<file path="src/sv/tri_pkg.sv">
// Package of the timed reading interpolator: payload types, codes, constants.
// Depends on nothing; used by every module of the block.
package tri_pkg;
   localparam int TableDepth = 64;

   typedef enum logic [1:0] {
      REQ_APPEND = 2'd0,
      REQ_QUERY  = 2'd1,
      REQ_CLEAR  = 2'd2,
      REQ_NONE   = 2'd3
   } req_code_type;

   typedef enum logic [1:0] {
      STS_OK    = 2'd0,
      STS_EMPTY = 2'd1,
      STS_FULL  = 2'd2,
      STS_RSVD  = 2'd3
   } status_code_type;

   localparam logic signed [15:0] TempEmpty = -16'sd256;

   typedef struct packed {
      logic [1:0]         req_type;
      logic [31:0]        stamp;
      logic signed [15:0] reading;
   } req_word_type;

   typedef struct packed {
      logic signed [15:0] temp_out;
      logic [1:0]         status;
   } rsp_word_type;
endpackage

</file>
<file path="src/sv/tri_front.sv">
// Front end of the interpolator: two-entry request queue between ports and engine.
// Depends on tri_pkg.
module tri_front
   import tri_pkg::*;
(
   input  logic         clock,
   input  logic         reset,
   input  logic         req_push,
   output logic         req_full,
   input  req_word_type req_word,
   output logic         deq_valid,
   input  logic         deq_take,
   output req_word_type deq_word
);
   req_word_type slot_ff [2];
   req_word_type slot_in [2];
   logic         rd_ptr_ff, rd_ptr_in, wr_ptr_ff, wr_ptr_in;
   logic [1:0]   cnt_ff, cnt_in;
   logic         push_ok, take_ok;

   assign req_full  = (cnt_ff == 2'd2);
   assign deq_valid = (cnt_ff != 2'd0);
   assign deq_word  = slot_ff[rd_ptr_ff];
   assign push_ok   = req_push && !req_full;
   assign take_ok   = deq_take && deq_valid;

   always_comb begin
      slot_in   = slot_ff;
      rd_ptr_in = rd_ptr_ff;
      wr_ptr_in = wr_ptr_ff;
      cnt_in    = cnt_ff;
      if (push_ok) begin
         slot_in[wr_ptr_ff] = req_word;
         wr_ptr_in = ~wr_ptr_ff;
      end
      if (take_ok) begin
         rd_ptr_in = ~rd_ptr_ff;
      end
      cnt_in = cnt_ff + {1'b0, push_ok} - {1'b0, take_ok};
   end

   always_ff @(posedge clock) begin
      slot_ff <= slot_in;
      if (reset) begin
         rd_ptr_ff <= 1'b0;
         wr_ptr_ff <= 1'b0;
         cnt_ff    <= 2'd0;
      end else begin
         rd_ptr_ff <= rd_ptr_in;
         wr_ptr_ff <= wr_ptr_in;
         cnt_ff    <= cnt_in;
      end
   end
endmodule

</file>
<file path="config.mk">
export PLATFORM = sky130hd
export DESIGN_NAME = tri_front
export DESIGN_NICKNAME = d
export VERILOG_FILES = /design/src/sv/tri_pkg.sv /design/src/sv/tri_front.sv
export SDC_FILE = /design/constraint.sdc
export NUM_CORES = 1
export LEC_CHECK = 0
export BUFFER_PORTS_ARGS = -buffer_cell sky130_fd_sc_hd__buf_2
export CORE_ASPECT_RATIO = 0.9
export CORE_MARGIN = 3
export CORE_UTILIZATION = 50
export CTS_BUF_LIST = sky130_fd_sc_hd__clkbuf_8
export CTS_CLUSTER_SIZE = 14
export DETAILED_ROUTE_END_ITERATION = 16
export HOLD_SLACK_MARGIN = 0.15
export PLACE_DENSITY = 0.77
export SLEW_MARGIN = 20
export SYNTH_ARGS = -nofsm -noshare
export SYNTH_HDL_FRONTEND = slang
export SYNTH_SLANG_ARGS = --single-unit
</file>
<file path="constraint.sdc">
create_clock -name clock -period 7.05 [get_ports clock]
set_clock_uncertainty 0.1 [all_clocks]
set_input_delay 1.41 -clock clock [delete_from_list [all_inputs] [get_ports clock]]
set_output_delay 1.41 -clock clock [all_outputs]
set_load 0.01 [all_outputs]
</file>
### Word level (Yosys, flattened, before mapping)

Index checks and enable logic that the tools add are counted.

| cells by class | value |
|---|---|
| $lt $le $gt $ge | 3 |
| shift-type cells | 0 |
| bitwise operators | 4 |
| eq/ne operators | 1 |
| mux-type cells | 6 |
| reduce and logical (&&, ||, !) cells | 5 |
| multipliers | 0 |
| divide/modulo/power cells | 0 |
| $add $sub $neg | 2 |

Operator list:

| kind | count |
|---|---|
| $mux W50 | 4 |
| $bwmux W100 | 1 |
| $demux W50 S1 | 1 |
| $ge A2 B2 Y1 const B | 2 |
| $not A1 Y2 | 2 |
| $logic_and A1 B1 Y1 | 3 |
| $add A2 B1 Y2 | 1 |
| $eq A2 B2 Y1 const B | 1 |
| $lt A2 B1 Y1 const B | 1 |
| $not A1 Y1 | 2 |
| $reduce_bool A2 Y1 | 1 |
| $sub A2 B1 Y2 | 1 |
| $logic_not A1 Y1 | 1 |

| storage, ports and cells | value |
|---|---|
| word-level logic and storage cells | 30 |
| input bits | 54 |
| register bits after elaboration | 104 |
| bits in latches | 0 |
| output and inout port bits | 52 |
| memory bits (read-only) | 0 |
| memory bits (writable) | 0 |
| memories | 0 |

### Longest topological paths before layout

Gate-level depths: netlist of run 1.

| depth | value |
|---|---|
| depth in word-level cells | 6 |
| depth in mapped cells | 8 |
| depth with buffers taken out | 8 |

### Worst setup path after synthesis of run 1

No wires, ideal clock.

| path | value |
|---|---|
| path type | input to register |
| from | input port req_push |
| to | register slot_ff[50] (netlist bit), enable pin |
| setup time | 404 ps |
| setup slack | 3760 ps |
| buffers on the path | 0 |
| stages | 3 |
| data arrival time | 2786 ps |
| data required time | 6546 ps |
| path through | inv_1 -> or3_1 -> inv_1 |

| on the way | value |
|---|---|
| word-level cells in the longest chain between the ends | 1 |

Ends and longest elaborated chain:

| what | RTL line | source |
|---|---|---|
| start, declared | tri_front.sv:8 | `input logic req_push,` |
| $logic_and A1 B1 Y1 | tri_front.sv:24 | `assign push_ok = req_push && !req_full;` |
| end signal, assigned | tri_front.sv:43 | `slot_ff <= slot_in;` |
| end, declared | tri_front.sv:15 | `req_word_type slot_ff [2];` |

No other way between the ends.
A chain may end at the register's enable or synchronous reset.

==> results of run 1 <==
==> Yosys cell counts <==
master and n:
nand2_1 1, nor2b_1 1, and3_2 1, nor2_1 2, ha_1 2, or2_2 1
o21a_1 1, or3_1 1, inv_2 1, mux2_2 50, nand2b_2 1, inv_1 3
o21ai_0 1, xnor2_1 1, buf_2 5, a21oi_1 1, xor2_1 1, and2_1 1
edfxtp_1 100, dfxtp_1 4, nor3_1 1, buf_4 1
==> power by group through the flow <==
stage | sequential (mW) | combinational, mW | clock, mW
CTS | 0.826 | 0.441 | 0.366
detailed placement | 0.840 | 0.436 | 0
finish | 0.826 | 0.431 | 0.354
global route | 0.837 | 0.472 | 0.392
floorplan | 0.818 | 0.295 | 0
global placement | 0.834 | 0.434 | 0
==> worst paths after layout <==
path	to	slack, ns	cells past startpoint
max	deq_word[1]	3.52	3
min	wr_ptr_ff$_SDFFE_PP0P_	0.40	2
max reg2reg	slot_ff[80]$_DFFE_PP_	5.00	4
min reg2reg	wr_ptr_ff$_SDFFE_PP0P_	0.40	2
==> kinds of logic (layout without fill, tap and decap cells) <==
logic type	Yosys count	in the layout
buf+inv	10	126
flops	104	104
simple gates	10	10
mux	50	50
compound gates	3	3
fa+ha+maj	2	2
xor+xnor	2	2
==> cells in the final DEF, fill, tap and decap left out, drive strengths merged <==
cell type,n
o21a,1
inv,5
xor2,1
clkinv,2
bufinv,1
nor2,2
nand2,1
edfxtp,100
a21oi,1
o21ai,1
and2,1
buf,107
mux2,50
xnor2,1
clkinvlp,2
ha,2
dfxtp,4
nor3,1
or3,1
clkbuf,9
nor2b,1
nand2b,1
or2,1
and3,1
==> metrics by stage <==
stage	power, mW	worst slack (ns)	std cells
after detailed placement	1.277	3.776	375
after floorplan	1.113	3.760	181
after global routing	1.700	3.383	390
after CTS	1.633	3.489	390
final	1.611	3.520	390
after global placement	1.268	3.805	375
==> registers in the layout, summed over array words and instances (netlist names) <==
signal,count
cnt_ff,2
rd_ptr_ff,1
slot_ff,100
wr_ptr_ff,1
==> layout make-up <==
class / count / area (µm²) / share of cell area, %
clock buffer: 9 / 123.9 / 2.676
clock inverter: 6 / 67.56 / 1.459
inverter: 4 / 16.27 / 0.3514
multi-input combinational: 67 / 680.7 / 14.70
sequential: 104 / 3084 / 66.62
tap: 93 / 116.4 / 2.514
timing repair buffer: 107 / 540.5 / 11.68
==> routing by layer <==
layer,vias to the layer above,share of wire (%),GRT usage (%)
met4,0,1.0,5.283
met5,-,0,0
li1,925,-,-
met3,9,7.5,6.068
met2,72,49,25.40
met1,931,43,18.34
==> worst register-to-register path, cell delays in order, from the launching register on <==
cell and delay [ns]:
dfxtp_1 0.34, nand2b_2 0.21, inv_2 0.06, or3_1 0.13
clkinv_2 0.68
==> flow_summary.yaml, run 1 <==
global_route:
  gr-usage-all-layers_pct: 15.23
  grt_pass1_wl_mm: 9.791
  grt_start_max_net_pins: 51
  grt_pass1_vias: 1980
  grt_antenna_before_repair: 0
  overflow: 0
sta:
  tns_ns: 0
  hold_viol_final: 0
  timing.final.setup_violations: 0
  fin_hold_ws_ns: 0.4030
  tightest_slew_ns: 0.8818
  final_min_period_over_clock_period_pct: 50.07
  relative_slew_slack_pct: 41.14
  report.final.slew_viol_count: 0
  final_period_minus_worst_setup_slack_ns: 3.530
  fmax_mhz: 283.3
  grt_setup_unrepaired: "false"
min_path:
  hold_path_startpoint: "wr_ptr_ff$_SDFFE_PP0P_"
  holdCritPathClass: "register to register"
worst_setup_path:
  worst_path_max_delay_cell: "dfxtp_2"
  timing.critical_path.to_type: "primary output"
  crit_family: "buffers and inverters"
  worst_path_required_ns: 5.54
  worst_path_cell_trace: "buf_4 > mux2_2 > buf_2"
  start_kind: "register"
  timing.critical_path.arrival_ns: 2.02
  r2r-start: "cnt_ff[0]$_SDFF_PP0_"
  peak_per_stage_delay_on_the_critical_path_ns: 0.60
  critPathKind: "register to primary output"
  critPathBufInv: 2
  crit_path_start: "rd_ptr_ff$_SDFFE_PP0P_"
  crit_fanout: 35
synthesis:
  synth_cells: 181
  seq_total_area_yosys_pct: 80.89
  mux_contribution_to_synthesized_area_pct: 14.77
  yosysTopAreaCellShare_pct: 78.79
  synthAdderAreaFrac_pct: 0.6566
  postSynthNetCount: 237
  syn_avg_cell_area_um2: 21.06
  main_combinational_cell_family_by_area_after_synthesis: "multiplexers"
  ys_top_cells_by_area: "edfxtp_1 (79%), mux2_2 (15%), dfxtp_1 (2.1%), buf_2 (0.66%), ha_1 (0.66%)"
  synth-xor-area-share_pct: 0.4596
  simple_gate_portion_of_the_synthesized_area_pct: 1.510
  synth_compound_gate_area_share_pct: 0.4596
  synth.distinct_cells: 22
  post-synth-top-area-cell: "edfxtp_1"
  ys_ff_latch: 104
  ys.warnings.count: 0
  synthesis.area_um2: 3811
place:
  globalplace.congestion: 0.7304
  hpwl_mm: 4.044
  io_buffers: 105
  postPlaceCellArea_um2: 4437
routing:
  postRouteAntennaNets: 0
  dr_vias: 1937
  post-route-drc-count: 0
  drt-initial-drc-count: 57
  routedWlPerCell_um: 16.14
  detail_route.first_pass.iterations: 4
  detailed_route_vias_per_instance: 4.967
  route.final.wire_length_mm: 6.294
cts:
  clock_sinks: 104
  cts_hold_repair.buffers: 0
  insertion_delay_ns: 0.35
  cts_htree_levels: 3
  cts_tree: "built"
  clk_path_buf_depth: 2
  cts.reportedPaths.clkPinSlew_ns: 0.09
  cts_buf_count: 9
  ctsResizeCount: 0
  cts_post_setup_buffers_inserted: 0
  cts.root.buffer_cell: "clkbuf_8"
power_and_ir_drop:
  sequentialPowerShare_pct: 51.2
  power_leakage_nw: 1.748
  switchingPower_mw: 0.4514
  total_power_density_per_cell_area_nw_per_um2: 348.0
  worst_voltage_drop_across_the_vdd_grid_uv: 183.3
  power.internal_mw: 1.160
  power_frac_clock_pct: 22.0
  portion_of_total_power_attributed_to_combinational_logic_pct: 26.8
  sw_frac_of_total_pct: 28.02
layout:
  final_core_util_pct: 64.11
  fillers: 549
  antennaDiodeCount: 0
  design_area_um2: 4629
  flow.area_growth_from_synthesis_pct: 21.47
  final_layout_size_suffix_gt1_share_pct: 59.93
  nNetsFinal: 349
die:
  die-height_um: 88.83
  top_level_ports: 106
  dieWidth_um: 98.03
  initial_core_util_pct: 52.78
  die_area_um2: 8708
  core.rowCount: 29
  core_region_area_um2: 7221
job:
  maxCapViolCount: 0
outcome:
  outcome: "completed"
Power figures use the tool's default switching activity.
==> run 2, diff against run 1 <==
clock period = 3.4 ns   (was 7.05 ns; I/O delays follow)
==> run 2 against run 1 <==
Against the previous run: routed wire length fell by 1.5%; die area unchanged; clock power grew 90%; critical path depth stayed put; total power is 100% higher; combinational power is 110% higher; largest power group unchanged; setup slack worse by 2.7 ns; first-iteration DRC count grew 1.8%; cell count increased by 0.77%.
==> flow_summary.yaml, run 2 (synthesized netlist as in run 1, its figures left out) <==
layout:
  largest_registers: "slot_ff (100), cnt_ff (2)"
  mostFrequentLayoutCell: "buf_2"
  final_core_util_pct: 64.49
  final_layout_size_suffix_gt1_share_pct: 60.00
  largest_register: "slot_ff"
  largest_register_ff_count: 100
  nNetsFinal: 351
  flow.area_growth_from_synthesis_pct: 22.19
  fillers: 528
  antennaDiodeCount: 0
  commonest_non_fill_non_tap_cells_in_the_layout: "buf_2 (105), edfxtp_1 (100), mux2_2 (50), clkbuf_8 (9)"
routing:
  post-route-drc-count: 0
  detailed_route_vias_per_instance: 4.962
  route.final.wire_length_mm: 6.201
  dr_vias: 1950
  postRouteAntennaNets: 0
  routedWlPerCell_um: 15.78
  drt-initial-drc-count: 58
  detail_route.first_pass.iterations: 4
power_and_ir_drop:
  totalPowerFinal_mw: 3.302
  power_leakage_nw: 1.763
  worst_voltage_drop_across_the_vdd_grid_uv: 396.9
  total_power_density_per_cell_area_nw_per_um2: 709.1
cts:
  cts_hold_repair.buffers: 0
  cts.reportedPaths.clkPinSlew_ns: 0.08
  cts_post_setup_buffers_inserted: 0
  clock_sinks: 104
  cts_buf_count: 9
  ctsResizeCount: 0
  insertion_delay_ns: 0.35
  cts_tree: "built"
  cts.root.buffer_cell: "clkbuf_8"
  clk_path_buf_depth: 2
  cts_htree_levels: 3
die:
  core_region_area_um2: 7221
  core.rowCount: 29
  initial_core_util_pct: 52.78
  dieWidth_um: 98.03
  die-height_um: 88.83
  die_area_um2: 8708
  top_level_ports: 106
worst_setup_path:
  crit_family: "flip-flops"
  worst_path_required_ns: 2.62
  critPathBufInv: 2
  timing.critical_path.arrival_ns: 1.77
  peak_per_stage_delay_on_the_critical_path_ns: 0.61
  critPathKind: "register to primary output"
  worst_path_max_delay_cell: "dfxtp_2"
  start_kind: "register"
  crit_fanout: 35
  timing.critical_path.to_type: "primary output"
  worst_path_cell_trace: "buf_12 > mux2_2 > buf_2"
sta:
  finalWorstSetupSlack_ns: 0.8459
  grt_setup_unrepaired: "false"
  tns_ns: 0
  fmax_mhz: 391.5
  hold_viol_final: 0
  timing.final.setup_violations: 0
  report.final.slew_viol_count: 0
  final_period_minus_worst_setup_slack_ns: 2.554
  final_min_period_over_clock_period_pct: 75.12
  tightest_slew_ns: 0.5736
  relative_slew_slack_pct: 61.71
outcome:
  outcome: "completed"
global_route:
  grt_pass1_vias: 1964
  gr-usage-all-layers_pct: 14.69
  overflow: 0
  grt_pass1_wl_mm: 9.591
  grt_antenna_before_repair: 0
  grt_start_max_net_pins: 36
job:
  maxCapViolCount: 0
place:
  detailedPlace.worstSlack_ns: 1.057
  io_buffers: 105
  globalplace.congestion: 0.6978
  hpwl_mm: 4.211
min_path:
  holdCritPathClass: "register to register"
## run 2: cell count changes in the layout (fill, tap and decap cells not counted)
cell / change
inv_1: +1
buf_12: +2
inv_2: +1
inv_6: -1
inv_8: +1
clkinv_4: +2
clkinv_2: -2
bufinv_16: -1
## run 2: report_power, final
| group | switching (mW) | total (mW) | leakage, nW | internal, mW |
|---|---|---|---|---|
| Sequential | 0.0753 | 1.71 | 0.967 | 1.63 |
| Clock | 0.399 | 0.672 | 0.0891 | 0.273 |
| Combinational | 0.468 | 0.925 | 0.706 | 0.456 |
## run 2: per-stage QoR
step	std cells	hold slack [ns]	cell area [µm²]
3_3_place_gp	377	0.3753	4477
4_1_cts	393	0.3863	4657
3_5_place_dp	377	0.3726	4477
6_report	393	0.3904	4657
2_1_floorplan	181	0.3515	3811
5_1_grt	393	0.3751	4657
## run 2: tightest hold or removal path, stage by stage (launching register included)
cell	delay, ns
dfxtp_1	0.32
o21ai_0	0.07
a21oi_1	0.06
## run 2: final timing paths
check | start | end | slack, ns | cells past startpoint
worst max-delay path | rd_ptr_ff$_SDFFE_PP0P_ | deq_word[29] | 0.85 | 3
worst min-delay path | wr_ptr_ff$_SDFFE_PP0P_ | wr_ptr_ff$_SDFFE_PP0P_ | 0.39 | 2
worst max register to register | cnt_ff[0]$_SDFF_PP0_ | slot_ff[95]$_DFFE_PP_ | 1.36 | 5
worst min register to register | wr_ptr_ff$_SDFFE_PP0P_ | wr_ptr_ff$_SDFFE_PP0P_ | 0.39 | 2
## run 2: layer usage
layer	share of wire, %	up-vias	GRT usage (%)	routed length (µm)
met5	0	-	0	0
met1	44	936	18.70	2734
met2	47	81	23.98	2933
met4	0.71	0	3.774	44
li1	-	928	-	-
met3	7.9	5	5.831	488
## run 2: layout make-up
class | instances | area, µm² | share of cell area, %
Clock buffer | 9 | 123.9 | 2.660
Clock inverter | 7 | 56.30 | 1.209
Timing Repair Buffer | 109 | 580.6 | 12.47
Tap cell | 93 | 116.4 | 2.499
Sequential cell | 104 | 3084 | 66.23
Multi-Input combinational cell | 67 | 680.7 | 14.62
Inverter | 4 | 15.01 | 0.3224
==> run 3, diff against run 2 <==
clock period = 2.67 ns   (was 3.4 ns; I/O delays follow)
==> run 3 against run 2 <==
Against the previous run: sequential power up 25%; global-route usage up 0.58 points; total power increased by 27%; critical path depth did not move; via count rose by 1.3%; register-to-register slack got worse by 0.42 ns; sequential share of layout area increased by 0.11 points; routed wire length is 2.9% higher; worst hold slack worse by 0.12 ns; sequential cell count is the same; clock power up 30%; critical endpoint is now deq_word[23]; largest power group unchanged.
==> flow_summary.yaml, run 3 (synthesized netlist as in run 1, its figures left out) <==
routing:
  dr_vias: 1975
  route.final.wire_length_mm: 6.378
  detailed_route_vias_per_instance: 5.000
  detail_route.first_pass.iterations: 4
  routedWlPerCell_um: 16.15
  post-route-drc-count: 0
  postRouteAntennaNets: 0
  drt-initial-drc-count: 95
layout:
  combined_area_of_the_multi_input_logic_cells_um2: 680.7
  antennaDiodeCount: 0
  mostFrequentLayoutCell: "buf_2"
  nNetsFinal: 353
  final_core_util_pct: 64.39
  flow.area_growth_from_synthesis_pct: 22.00
  design_area_um2: 4649
  final_layout_size_suffix_gt1_share_pct: 60.26
  largest_registers: "slot_ff (100), cnt_ff (2)"
  fillers: 535
  commonest_non_fill_non_tap_cells_in_the_layout: "buf_2 (105), edfxtp_1 (100), mux2_2 (50), clkbuf_8 (9), buf_4 (6)"
  largest_register: "slot_ff"
  storage_element_area_um2: 3084
  largest_register_ff_count: 100
sta:
  final_period_minus_worst_setup_slack_ns: 2.177
  final_min_period_over_clock_period_pct: 81.54
  timing.final.setup_violations: 0
  hold_viol_final: 0
  relative_slew_slack_pct: 73.88
  tns_ns: 0
  tightest_slew_ns: 0.3918
  fmax_mhz: 459.3
  report.final.slew_viol_count: 0
  grt_setup_unrepaired: "false"
cts:
  cts_buf_count: 9
  clk_path_buf_depth: 2
  clock_sinks: 104
  ctsResizeCount: 0
  cts_htree_levels: 3
  cts_tree: "built"
  cts.root.buffer_cell: "clkbuf_8"
  insertion_delay_ns: 0.34
  cts_hold_repair.buffers: 0
  cts_post_setup_buffers_inserted: 0
  cts.reportedPaths.clkPinSlew_ns: 0.10
global_route:
  grt_pass1_vias: 2005
  gr-usage-all-layers_pct: 15.26
  grt_antenna_before_repair: 0
  grt_pass1_wl_mm: 9.942
  overflow: 0
  grt_start_max_net_pins: 30
die:
  core_region_area_um2: 7221
  top_level_ports: 106
  die_area_um2: 8708
  initial_core_util_pct: 52.78
  dieWidth_um: 98.03
  core.rowCount: 29
  die-height_um: 88.83
worst_setup_path:
  critPathKind: "register to primary output"
  start_kind: "register"
  timing.critical_path.to_type: "primary output"
  worst_path_max_delay_cell: "mux2_2"
  worst_path_cell_trace: "buf_4 > mux2_2 > buf_2"
  peak_per_stage_delay_on_the_critical_path_ns: 0.39
  crit_fanout: 27
  timing.critical_path.arrival_ns: 1.54
  worst_path_required_ns: 2.04
place:
  hpwl_mm: 4.248
  io_buffers: 105
  postPlaceCellArea_um2: 4467
  globalplace.congestion: 0.6732
min_path:
  holdCritPathClass: "primary input to register"
power_and_ir_drop:
  totalPowerFinal_mw: 4.203
  power_leakage_nw: 1.767
  portion_of_total_power_attributed_to_combinational_logic_pct: 28.4
  sequentialPowerShare_pct: 50.9
  power_frac_clock_pct: 20.7
  switchingPower_mw: 1.211
  power.internal_mw: 2.992
  total_power_density_per_cell_area_nw_per_um2: 904.0
  worst_voltage_drop_across_the_vdd_grid_uv: 510.1
  sw_frac_of_total_pct: 28.81
job:
  maxCapViolCount: 0
outcome:
  outcome: "completed"
## run 3: cell count changes in the layout (fill, tap and decap cells not counted), sizes merged
cell / previous run / this run
inv: 7 / 5
clkinv: 2 / 5
clkinvlp: 2 / 1
buf: 109 / 111
## run 3: critical path, delay by kind of cell (launching register included)
family	cells	cell delay, ns
mux	1	0.39
flops	1	0.34
buf+inv	2	0.46
## run 3: power groups by stage
stage          logic [mW]  clock network, mW  registers [mW]
6_report             1.19              0.872            2.14
5_1_grt              1.31              0.976            2.16
4_1_cts              1.22              0.900            2.14
3_5_place_dp         1.21                  0            2.18
3_3_place_gp         1.20                  0            2.16
2_1_floorplan       0.780                  0            2.16
## run 3: per-stage QoR
| step | setup WS, ns | std cells | hold WS [ns] |
|---|---|---|---|
| 3_3_place_gp | 0.7874 | 379 | 0.3734 |
| 5_1_grt | 0.3957 | 395 | 0.2370 |
| 2_1_floorplan | 0.2559 | 181 | 0.3515 |
| 6_report | 0.4928 | 395 | 0.2656 |
| 3_5_place_dp | 0.7617 | 379 | 0.4026 |
| 4_1_cts | 0.4550 | 395 | 0.2414 |
## run 3: per-layer routing
metal | track usage, % | up-vias | share of wire, %
met5 | 0 | - | 0
met4 | 6.289 | 0 | 2.0
met1 | 18.61 | 947 | 41
li1 | - | 939 | -
met2 | 25.22 | 79 | 49
met3 | 5.437 | 10 | 7.7
## run 3: final cells by class
cell class | instances | area share [%]
clock buffer | 9 | 2.664
clock inverter | 7 | 1.265
inverter | 4 | 0.3229
multi-input combinational | 67 | 14.64
sequential | 104 | 66.33
tap | 93 | 2.503
timing repair buffer | 111 | 12.27
## run 3: path summary, 6_finish.rpt
path              slack (ns)  cells past startpoint                      to                    from
setup reg to reg        0.94                      5   slot_ff[51]$_DFFE_PP_    cnt_ff[0]$_SDFF_PP0_
setup / recovery        0.49                      3            deq_word[23]  rd_ptr_ff$_SDFFE_PP0P_
hold / removal          0.27                      1   slot_ff[54]$_DFFE_PP_             req_word[4]
hold reg to reg         0.43                      2  wr_ptr_ff$_SDFFE_PP0P_  wr_ptr_ff$_SDFFE_PP0P_
